==> src/sv/tclp_pkg.sv <==
`default_nettype none
// ----------------------------------------------------------------------------
// tclp_pkg
// Shared types, character codes and keyword tables for the time command
// line parser.
// ----------------------------------------------------------------------------
package tclp_pkg;

    localparam int LINE_BUFFER_BYTES = 64;
    localparam int COUNT_W           = $clog2(LINE_BUFFER_BYTES);
    localparam logic [COUNT_W-1:0] COUNT_MAX = COUNT_W'(LINE_BUFFER_BYTES - 1);

    localparam int SLOT_COUNT = 5;

    localparam logic [4:0] DATETIME_CHARS = 5'd19;
    localparam logic [4:0] YEAR_DIGITS    = 5'd4;
    localparam logic [4:0] POS_DASH_1     = 5'd4;
    localparam logic [4:0] POS_DASH_2     = 5'd7;
    localparam logic [4:0] POS_DATE_SEP   = 5'd10;
    localparam logic [4:0] POS_COLON_1    = 5'd13;
    localparam logic [4:0] POS_COLON_2    = 5'd16;

    localparam logic [7:0] CH_NUL    = 8'h00;
    localparam logic [7:0] CH_TAB    = 8'h09;
    localparam logic [7:0] CH_LF     = 8'h0A;
    localparam logic [7:0] CH_CR     = 8'h0D;
    localparam logic [7:0] CH_SPACE  = 8'h20;
    localparam logic [7:0] CH_DASH   = 8'h2D;
    localparam logic [7:0] CH_ZERO   = 8'h30;
    localparam logic [7:0] CH_NINE   = 8'h39;
    localparam logic [7:0] CH_COLON  = 8'h3A;
    localparam logic [7:0] CH_EQUALS = 8'h3D;
    localparam logic [7:0] CH_UP_E   = 8'h45;
    localparam logic [7:0] CH_UP_I   = 8'h49;
    localparam logic [7:0] CH_UP_M   = 8'h4D;
    localparam logic [7:0] CH_UP_S   = 8'h53;
    localparam logic [7:0] CH_UP_T   = 8'h54;
    localparam logic [7:0] CH_LOW_A  = 8'h61;
    localparam logic [7:0] CH_LOW_Z  = 8'h7A;
    localparam logic [7:0] CASE_GAP  = 8'h20;

    localparam logic KW_TIME    = 1'b0;
    localparam logic KW_SETTIME = 1'b1;

    typedef enum logic [3:0] {
        PH_LEAD,
        PH_KW,
        PH_KW_DONE,
        PH_SEP,
        PH_POST_EQ,
        PH_PAYLOAD,
        PH_TAIL,
        PH_NOTCMD
    } t_phase;

    typedef enum logic [1:0] {
        ST_NOT_CMD,
        ST_BAD_FORMAT,
        ST_PARSED,
        ST_OVERFLOW
    } t_status;

    typedef struct packed {
        logic        report;
        t_status     status;
        logic        settime;
        logic [13:0] year;
        logic [6:0]  month;
        logic [6:0]  day;
        logic [6:0]  hour;
        logic [6:0]  minute;
        logic [6:0]  second;
        logic        ok;
    } t_result;

    function automatic logic [2:0] kw_len(input logic kind);
        return (kind == KW_SETTIME) ? 3'd7 : 3'd4;
    endfunction

    function automatic logic [7:0] kw_char(input logic kind, input logic [2:0] idx);
        logic [7:0] ch;
        ch = CH_NUL;
        if (kind == KW_TIME) begin
            case (idx)
                3'd0:    ch = CH_UP_T;
                3'd1:    ch = CH_UP_I;
                3'd2:    ch = CH_UP_M;
                3'd3:    ch = CH_UP_E;
                default: ch = CH_NUL;
            endcase
        end else begin
            case (idx)
                3'd0:    ch = CH_UP_S;
                3'd1:    ch = CH_UP_E;
                3'd2:    ch = CH_UP_T;
                3'd3:    ch = CH_UP_T;
                3'd4:    ch = CH_UP_I;
                3'd5:    ch = CH_UP_M;
                3'd6:    ch = CH_UP_E;
                default: ch = CH_NUL;
            endcase
        end
        return ch;
    endfunction

    // two-digit field slot for a payload position
    function automatic logic [2:0] acc_slot(input logic [4:0] pos);
        logic [2:0] s;
        case (pos)
            5'd5, 5'd6:   s = 3'd0;
            5'd8, 5'd9:   s = 3'd1;
            5'd11, 5'd12: s = 3'd2;
            5'd14, 5'd15: s = 3'd3;
            5'd17, 5'd18: s = 3'd4;
            default:      s = 3'd0;
        endcase
        return s;
    endfunction

endpackage
`default_nettype wire

==> src/sv/tclp_parse.sv <==
`default_nettype none
// ----------------------------------------------------------------------------
// tclp_parse
// Line grammar state and per-byte update; gives the line report for the
// byte presented and commits the new state on a step.
// ----------------------------------------------------------------------------
module tclp_parse (
    input  wire logic              i_clk,
    input  wire logic              i_rst_n,
    input  wire logic              i_step,
    input  wire logic [7:0]        i_byte,
    output tclp_pkg::t_result      o_res
);
    import tclp_pkg::*;

    logic [COUNT_W-1:0] r_count,  n_count;
    t_phase             r_phase,  n_phase;
    logic [2:0]         r_kw_idx, n_kw_idx;
    logic               r_kind,   n_kind;
    logic [4:0]         r_pos,    n_pos;
    logic               r_ended,  n_ended;
    logic               r_err,    n_err;
    logic [13:0]        r_year,   n_year;
    logic [6:0]         r_acc [SLOT_COUNT];
    logic [6:0]         n_acc [SLOT_COUNT];

    logic [7:0] upper;
    logic       blank;
    logic       is_digit;
    logic [3:0] digit;
    logic       do_payload;
    logic       pay_ok;
    logic [2:0] slot;
    t_result    res;

    always_comb begin
        upper      = (i_byte >= CH_LOW_A && i_byte <= CH_LOW_Z) ? (i_byte - CASE_GAP) : i_byte;
        blank      = (i_byte == CH_SPACE) || (i_byte == CH_TAB);
        is_digit   = (i_byte >= CH_ZERO) && (i_byte <= CH_NINE);
        digit      = i_byte[3:0];
        slot       = acc_slot(r_pos);
        do_payload = 1'b0;
        pay_ok     = 1'b0;

        n_count  = r_count;
        n_phase  = r_phase;
        n_kw_idx = r_kw_idx;
        n_kind   = r_kind;
        n_pos    = r_pos;
        n_ended  = r_ended;
        n_err    = r_err;
        n_year   = r_year;
        for (int k = 0; k < SLOT_COUNT; k++) begin
            n_acc[k] = r_acc[k];
        end

        res        = '0;
        res.status = ST_NOT_CMD;

        if (i_byte == CH_CR) begin
            // ignored
        end else if (i_byte == CH_LF) begin
            if (r_count != '0) begin
                res.report = 1'b1;
                case (r_phase)
                    PH_KW_DONE, PH_SEP, PH_POST_EQ, PH_PAYLOAD: res.status = ST_BAD_FORMAT;
                    PH_TAIL:  res.status = r_err ? ST_BAD_FORMAT : ST_PARSED;
                    default:  res.status = ST_NOT_CMD;
                endcase
                if (res.status != ST_NOT_CMD) begin
                    res.settime = r_kind;
                end
                if (res.status == ST_PARSED) begin
                    res.year   = r_year;
                    res.month  = r_acc[0];
                    res.day    = r_acc[1];
                    res.hour   = r_acc[2];
                    res.minute = r_acc[3];
                    res.second = r_acc[4];
                    res.ok     = 1'b1;
                end
            end
        end else if (r_count < COUNT_MAX) begin
            n_count = r_count + 1'b1;
            if (!r_ended) begin
                if (i_byte == CH_NUL) begin
                    n_ended = 1'b1;
                end else begin
                    case (r_phase)
                        PH_LEAD: begin
                            if (!blank) begin
                                if (upper == CH_UP_T) begin
                                    n_kind   = KW_TIME;
                                    n_kw_idx = 3'd1;
                                    n_phase  = PH_KW;
                                end else if (upper == CH_UP_S) begin
                                    n_kind   = KW_SETTIME;
                                    n_kw_idx = 3'd1;
                                    n_phase  = PH_KW;
                                end else begin
                                    n_phase = PH_NOTCMD;
                                end
                            end
                        end
                        PH_KW: begin
                            if (r_kw_idx < kw_len(r_kind)
                                    && upper == kw_char(r_kind, r_kw_idx)) begin
                                n_kw_idx = r_kw_idx + 3'd1;
                                if (n_kw_idx >= kw_len(r_kind)) begin
                                    n_phase = PH_KW_DONE;
                                end
                            end else begin
                                n_phase = PH_NOTCMD;
                            end
                        end
                        PH_KW_DONE: begin
                            if (blank) begin
                                n_phase = PH_SEP;
                            end else if (i_byte == CH_EQUALS) begin
                                n_phase = PH_POST_EQ;
                            end else begin
                                n_phase = PH_NOTCMD;
                            end
                        end
                        PH_SEP: begin
                            if (i_byte == CH_EQUALS) begin
                                n_phase = PH_POST_EQ;
                            end else if (!blank) begin
                                n_phase    = PH_PAYLOAD;
                                do_payload = 1'b1;
                            end
                        end
                        PH_POST_EQ: begin
                            if (!blank) begin
                                n_phase    = PH_PAYLOAD;
                                do_payload = 1'b1;
                            end
                        end
                        PH_PAYLOAD: begin
                            do_payload = 1'b1;
                        end
                        PH_TAIL: begin
                            if (!blank) begin
                                n_err = 1'b1;
                            end
                        end
                        default: begin
                        end
                    endcase

                    if (do_payload) begin
                        case (r_pos)
                            POS_DASH_1, POS_DASH_2:   pay_ok = (i_byte == CH_DASH);
                            POS_DATE_SEP:             pay_ok = blank ? (i_byte == CH_SPACE)
                                                                     : (i_byte == CH_UP_T);
                            POS_COLON_1, POS_COLON_2: pay_ok = (i_byte == CH_COLON);
                            default: begin
                                pay_ok = is_digit;
                                if (is_digit) begin
                                    if (r_pos < YEAR_DIGITS) begin
                                        n_year = (r_year << 3) + (r_year << 1) + {10'd0, digit};
                                    end else begin
                                        n_acc[slot] = (r_acc[slot] << 3) + (r_acc[slot] << 1)
                                                    + {3'd0, digit};
                                    end
                                end
                            end
                        endcase
                        if (!pay_ok) begin
                            n_err = 1'b1;
                        end
                        n_pos = r_pos + 5'd1;
                        if (n_pos >= DATETIME_CHARS) begin
                            n_phase = PH_TAIL;
                        end
                    end
                end
            end
        end else begin
            res.report = 1'b1;
            res.status = ST_OVERFLOW;
        end

        // line ends: back to an empty line
        if (res.report) begin
            n_count  = '0;
            n_phase  = PH_LEAD;
            n_kw_idx = '0;
            n_kind   = 1'b0;
            n_pos    = '0;
            n_ended  = 1'b0;
            n_err    = 1'b0;
            n_year   = '0;
            for (int k = 0; k < SLOT_COUNT; k++) begin
                n_acc[k] = '0;
            end
        end
    end

    always_ff @(posedge i_clk) begin
        if (!i_rst_n) begin
            r_count  <= '0;
            r_phase  <= PH_LEAD;
            r_kw_idx <= '0;
            r_kind   <= 1'b0;
            r_pos    <= '0;
            r_ended  <= 1'b0;
            r_err    <= 1'b0;
            r_year   <= '0;
            for (int k = 0; k < SLOT_COUNT; k++) begin
                r_acc[k] <= '0;
            end
        end else if (i_step) begin
            r_count  <= n_count;
            r_phase  <= n_phase;
            r_kw_idx <= n_kw_idx;
            r_kind   <= n_kind;
            r_pos    <= n_pos;
            r_ended  <= n_ended;
            r_err    <= n_err;
            r_year   <= n_year;
            for (int k = 0; k < SLOT_COUNT; k++) begin
                r_acc[k] <= n_acc[k];
            end
        end
    end

    assign o_res = res;

endmodule
`default_nettype wire

==> src/sv/time_command_line_parser.sv <==
`default_nettype none
// ----------------------------------------------------------------------------
// time_command_line_parser
// Serial line parser for TIME / SETTIME date-time commands.
// ----------------------------------------------------------------------------
// input channel: one received byte per request on i_data_byte (i_valid/o_ready)
// output channel: one report per non-empty line or overflow (o_valid/i_ready)
//   with status, keyword kind, the six date and time fields and message_ok
// a byte is held in the input register while the grammar update works on it;
//   a report is registered in the output register from the newline (or
//   overflowing byte) in the input register when that byte steps
// throughput: one byte per cycle unless a byte that would give a report stalls
// carriage returns, empty lines and ordinary characters give no report
// a pending report does not block bytes that give no report; a byte that
//   would give a second report waits in the input register until the first
//   is taken, and o_ready drops only then
// reset: both registers empty, line state cleared to an empty line
// ----------------------------------------------------------------------------
module time_command_line_parser (
    input  wire logic        i_clk,
    input  wire logic        i_rst_n,
    input  wire logic        i_valid,
    output logic             o_ready,
    input  wire logic [7:0]  i_data_byte,
    output logic             o_valid,
    input  wire logic        i_ready,
    output logic [1:0]       o_line_status,
    output logic             o_keyword_is_settime,
    output logic [13:0]      o_year_value,
    output logic [6:0]       o_month_value,
    output logic [6:0]       o_day_value,
    output logic [6:0]       o_hour_value,
    output logic [6:0]       o_minute_value,
    output logic [6:0]       o_second_value,
    output logic             o_message_ok
);
    import tclp_pkg::*;

    logic       r_in_valid;
    logic [7:0] r_in_byte;
    logic       r_out_valid;
    t_result    r_out;
    t_result    res;
    logic       stall;
    logic       step;

    tclp_parse u_parse (
        .i_clk   (i_clk),
        .i_rst_n (i_rst_n),
        .i_step  (step),
        .i_byte  (r_in_byte),
        .o_res   (res)
    );

    assign stall   = r_in_valid && res.report && r_out_valid && !i_ready;
    assign step    = r_in_valid && !stall;
    assign o_ready = !r_in_valid || !stall;

    always_ff @(posedge i_clk) begin
        if (!i_rst_n) begin
            r_in_valid <= 1'b0;
        end else if (o_ready) begin
            r_in_valid <= i_valid;
        end
    end

    always_ff @(posedge i_clk) begin
        if (o_ready && i_valid) begin
            r_in_byte <= i_data_byte;
        end
    end

    always_ff @(posedge i_clk) begin
        if (!i_rst_n) begin
            r_out_valid <= 1'b0;
        end else if (step && res.report) begin
            r_out_valid <= 1'b1;
        end else if (i_ready) begin
            r_out_valid <= 1'b0;
        end
    end

    always_ff @(posedge i_clk) begin
        if (step && res.report) begin
            r_out <= res;
        end
    end

    assign o_valid              = r_out_valid;
    assign o_line_status        = r_out.status;
    assign o_keyword_is_settime = r_out.settime;
    assign o_year_value         = r_out.year;
    assign o_month_value        = r_out.month;
    assign o_day_value          = r_out.day;
    assign o_hour_value         = r_out.hour;
    assign o_minute_value       = r_out.minute;
    assign o_second_value       = r_out.second;
    assign o_message_ok         = r_out.ok;

endmodule
`default_nettype wire

==> config.mk <==
export PLATFORM = sky130hd
export DESIGN_NAME = time_command_line_parser
export DESIGN_NICKNAME = d
export VERILOG_FILES = /design/src/sv/tclp_pkg.sv /design/src/sv/tclp_parse.sv /design/src/sv/time_command_line_parser.sv
export SDC_FILE = /design/constraint.sdc
export NUM_CORES = 1
export LEC_CHECK = 0
export ABC_AREA = 0
export BUFFER_PORTS_ARGS = -buffer_cell sky130_fd_sc_hd__buf_2
export CAP_MARGIN = 20
export CORE_ASPECT_RATIO = 1.4
export CORE_MARGIN = 10
export CORE_UTILIZATION = 40
export DETAILED_ROUTE_END_ITERATION = 7
export GPL_ROUTABILITY_DRIVEN = 0
export PLACE_DENSITY = 0.68
export SYNTH_ARGS = -nofsm -noshare
export SYNTH_HDL_FRONTEND = slang
export SYNTH_SLANG_ARGS = --single-unit
==> constraint.sdc <==
create_clock -name i_clk -period 11.95 [get_ports i_clk]
set_clock_uncertainty 0.15 [all_clocks]
set_input_delay 0.5975 -clock i_clk [delete_from_list [all_inputs] [get_ports i_clk]]
set_output_delay 0.5975 -clock i_clk [all_outputs]
set_load 0.005 [all_outputs]
# After elaboration in Yosys (flattened, before gate mapping)
# Memories as Yosys holds them, arrays and structs flattened. A register that Yosys moved wholly into a read port is not among the register bits.
# Index checks and enable logic that the tools add are counted.
[classes] n_shift=0 eq_ne=38 n_div=0 n_reduce_logical=43 mul=0 muxes=141 addsub=8 n_lt_le_gt_ge=11 bitwise_logic=10
[ops] op="$mux W35" count=10
[ops] op="$mux W14" count=10
[ops] op="$mux W54" count=2
[ops] op="$mux W8" count=8
[ops] op="$mux W4" count=15
[ops] op="$mux W51" count=1
[ops] op="$mux W50" count=1
[ops] op="$mux W1" count=47
[ops] op="$mux W5" count=9
[ops] op="$mux W7" count=6
[ops] op="$mux W3" count=13
[ops] op="$bwmux W35" count=1
[ops] op="$pmux W7 S5" count=1
[ops] op="$eq A8 B6 Y1 const B" count=4
[ops] op="$pmux W7 S4" count=1
[ops] op="$eq A8 B4 Y1 const B" count=3
[ops] op="$eq A8 B7 Y1 const B" count=3
[ops] op="$mux W6" count=4
[ops] op="$demux W7 S3" count=1
[ops] op="$pmux W4 S5" count=1
[ops] op="$reduce_and A10 Y1" count=2
[ops] op="$add A14 B14 Y14" count=1
[ops] op="$add A14 B4 Y14" count=1
[ops] op="$reduce_bool A2 Y1" count=7
[ops] op="other kinds (56)" count=99
[totals] romBits=96 ram_bits=35 inputBits=12 memories=2 latchBits=0 word_cells=273 ff_bits=98 out_inout_bits=55
[memory_table] memory="(name not given)" depth=32 width=3 read_ports=1 rd_clocked_by_memory_dff=1 wr=0 line="tclp_pkg.sv:109" text="case (pos)"
[memory_table] memory="u_parse.r_acc" depth=5 width=7 read_ports=6 rd_clocked_by_memory_dff=0 wr=5 line="tclp_parse.sv:24" text="logic [6:0] r_acc [SLOT_COUNT];"

# Longest topological paths before layout
[logic_depth] depth_word=24 ltp_mapped=16 depth_no_buf=14

# Hierarchy
# Synthesis repeated with hierarchy kept, for this count alone.
[hier_totals] hier_cells=784 area_unflattened_um2=7823.8
[by_module_without_submodules] module="tclp_parse" instances=1 cells_per_inst=711 seq_area_each_um2=1811.7 area_per_inst_um2=5874.4
[by_module_without_submodules] module="time_command_line_parser" instances=1 cells_per_inst=73 seq_area_each_um2=1871.8 area_per_inst_um2=1949.4

# Worst setup path after synthesis
# OpenSTA, ideal clock, no wires.
[synth_path] kind="reg2reg" from="register u_parse.slot[1] (netlist name)" to="memory u_parse.r_acc[3][6], data pin" synth_period_minus_slack_ns=4.094 path_slack_ns=7.856 required_time_ns=11.653 path_buffers=2 t_arrival_ns=3.797 path_stages_with_launch=16 path_cell_list="dfxtp_1 > buf_1 > inv_1 > nor3_1 > clkbuf_1 > a22oi_1 > o21ai_0 > fa_1 > fa_1 > a21o_1 > a21oi_1 > xnor2_1 > xnor2_1 > xnor2_1 > nand2_1 > a21oi_1"
[synth_lines] element="end, declared" line="tclp_parse.sv:24"

==> flow_metrics.tcl <==
set metrics [dict create \
    drt_iter0_markers 563 \
    rows 60 \
    path_class "flop to flop" \
    grt_max_degree 52 \
    cts_sinks 136 \
    critical_path_required_ns 12.06 \
    start_kind "flop" \
    htreeDepth 4 \
    clkTransAtPathRegs_ns 0.06 \
    cp_slowest_cell "nor3b_1" \
    wirelength_um 17960 \
    nFillCells 1811 \
    cts_setup_buffers 0 \
    seq_area_frac_synth_pct 47.58 \
    synthMostInstantiatedCell "edfxtp_1" \
    p_seq_share_pct 47.5 \
    path_cells "inv_1, nor3b_1, a22oi_1, o21ai_0, ha_1, ha_1, fa_1, a21o_1, a21oi_1, xnor2_1, xnor2_1, xnor2_1, nand2_1, a21oi_1" \
    ys_types 81 \
    regToRegSetupSlack_ns 7.54 \
    ir_worst_vdd_mv 0.09215 \
    worst_pin_slew_ns 1.081 \
    cp_slowest_stage_delay_ns 0.85 \
    firstDrtPassIters 5 \
    clkPwrFrac_pct 44.4 \
    startpoint "u_parse.slot[1]" \
    setup_ws_ns 7.543 \
    synth_ff_type "edfxtp_1" \
    yosys.area.top_type "edfxtp_1" \
    netlist.area_leader.share_pct 37.24 \
    hold_viol 0 \
    ys_warn_count 0 \
    finalSetupViolCount 0 \
    cts-root-buf "clkbuf_16" \
    clk_latency_ns 0.42 \
    wl_per_cell_um 16.75 \
    port_buffers 66 \
    start_util_pct 40.44 \
    yosys_register_bits 136 \
    io_pins 67 \
    antennaDiodeCount 0 \
    cts_tree "done" \
    cts_resized 0 \
    drc 0 \
    maxCapViolCount 0 \
    ctsHoldBuffers 0 \
    overflow 0 \
    combPwrFrac_pct 8.1 \
    p_int_mw 0.8407 \
    dieArea_um2 25400 \
    endpoint_kind "flop" \
    antenna_found_initial 0 \
    rr_startpoint "u_parse.slot[1]" \
    max-slew-margin-rel_pct 27.35 \
    drive_gt1_share_pct 16.38 \
    crit_buf_inv 1 \
    fin_crit_sh_pct 36.88 \
    p_leak_nw 3.484 \
    cts_made_buffers 17 \
    synthArstFlopShare_pct 0 \
    die_h_um 184.6 \
    outcome "finished, final reports clean" \
    yosys-top-cells-count "edfxtp_1, nand2_1, nor2_1" \
    maxSlewViolCount 0 \
    grt_pass1_vias 5734 \
    die_x_um 137.6 \
    p_switching_mw 0.2923 \
    synth_edf_count 96 \
    p_sw_share_pct 25.80 \
    total_power_mw 1.133 \
    cp_common_cell "xnor2_1" \
    nNetsFinal 874 \
    hp-start "i_data_byte[5]" \
    synth_nets 820 \
    pre_cts_ws_ns 7.607 \
    synthCells 757 \
    vias 5860 \
    viasPerCell 5.466 \
    syn_area_um2 7741 \
    area_growth_pct 14.17 \
    fin_tns_setup_ns 0 \
    crit_family "simple AND/OR/NAND/NOR gates" \
    synth_area_leaders "edfxtp_1, dfxtp_1, ha_1, and2_1, nand2_1" \
    hold_class "primary input to flop" \
    grt_pass1_wl_um 29240 \
    arrival_ns 4.52 \
    place.detailed.hpwl_um 13260 \
    grtUsageTotal_pct 14.56 \
    crit_fanout 13 \
    rsz0062_at_grt "no" \
    power_density_nw_per_um2 128.2 \
    coreArea_um2 19140 \
    min_period_ns 4.407 \
    clk_path_buf_depth 2 \
    max_freq_mhz 226.9 \
    ant_nets 0 \
    avgSynthCellArea_um2 10.23 \
]
==> flip-flops by register name, indices dropped and copies added, names as in the netlist, 2 cells and up <==
signal,cells
o_line_status,2
o_second_value,7
r_in_byte,8
u_parse.r_year,14
u_parse.r_acc,35
o_hour_value,7
u_parse.r_count,6
o_year_value,14
u_parse.slot,3
u_parse.r_phase,4
o_day_value,7
o_month_value,7
o_minute_value,7
u_parse.r_kw_idx,3
u_parse.r_pos,5
==> final timing paths <==
kind	endpoint	depth (start not counted)
setup / recovery	u_parse.r_acc[3][6]	14
hold reg to reg	u_parse.r_year[13]	2
setup reg to reg	u_parse.r_acc[3][6]	14
hold / removal	r_in_byte[5]	1
==> worst reg2reg max path: stages, from the launching register on <==
cell and delay, ns:
dfxtp_1 0.63, inv_1 0.16, nor3b_1 0.85, a22oi_1 0.13, o21ai_0 0.18, ha_1 0.29, ha_1 0.23, fa_1 0.41
a21o_1 0.20, a21oi_1 0.16, xnor2_1 0.15, xnor2_1 0.10, xnor2_1 0.35, nand2_1 0.10, a21oi_1 0.17
==> power by group through the flow <==
stage,registers [mW],logic [mW],clock network (mW)
after CTS,0.538,0.0912,0.513
final,0.538,0.0914,0.504
after floorplan,0.532,0.0763,0
after detailed placement,0.548,0.0910,0
after global placement,0.548,0.0899,0
after global routing,0.540,0.101,0.536
==> cell usage in the layout, fill, tap and decap left out, drive strengths merged, types with 18 or more instances in the layout <==
cell	netlist	layout
a21oi	55	55
buf	15	73
edfxtp	96	96
xnor2	24	24
ha	47	47
nor2	65	65
o21ai	27	27
nand2	80	80
dfxtp	40	40
a22oi	18	18
inv	25	31
and2	58	58
==> final cells by class <==
class | count | area (um2) | area share, %
inverters | 27 | 102.6 | 1.161
clock buffers | 17 | 425.4 | 4.813
multi-input cells | 556 | 3792 | 42.91
repair buffers | 73 | 382.9 | 4.332
clock inverters | 15 | 141.4 | 1.600
flip-flops and latches | 136 | 3684 | 41.68
well taps | 248 | 310.3 | 3.511
==> per-layer routing <==
| layer | part of all wire [%] | GRT usage, % |
|---|---|---|
| met5 | 0 | 0 |
| met1 | 38 | 14.96 |
| met3 | 4.6 | 3.134 |
| met2 | 55 | 26.87 |
| met4 | 3.3 | 7.058 |
==> cell families (layout without fill, tap and decap cells) <==
| kind of cell | count (synthesis) | in the layout | synth area share [%] |
|---|---|---|---|
| AO/OA/AOI/OAI | 166 | 166 | 14.53 |
| flip-flops | 136 | 136 | 47.58 |
| multiplexers | 22 | 22 | 3.022 |
| buffers and inverters | 65 | 132 | 3.507 |
| XOR/XNOR | 30 | 30 | 3.394 |
| adder cells (fa/ha/maj) | 51 | 51 | 8.631 |
| AND/OR/NAND/NOR | 287 | 287 | 19.33 |
==> metrics by stage <==
step | hold WS [ns] | cell area (um2) | utilization [%] | instances
6_report | 0.2028 | 8838 | 46.17 | 1072
5_1_grt | 0.1803 | 8838 | 46.17 | 1072
4_1_cts | 0.1898 | 8838 | 46.17 | 1072
3_5_place_dp | 0.3056 | 8272 | 43.21 | 1040
3_3_place_gp | 0.3110 | 8272 | 43.21 | 1040
2_1_floorplan | 0.2873 | 7741 | - | 757
Power figures use the tool's default switching activity.
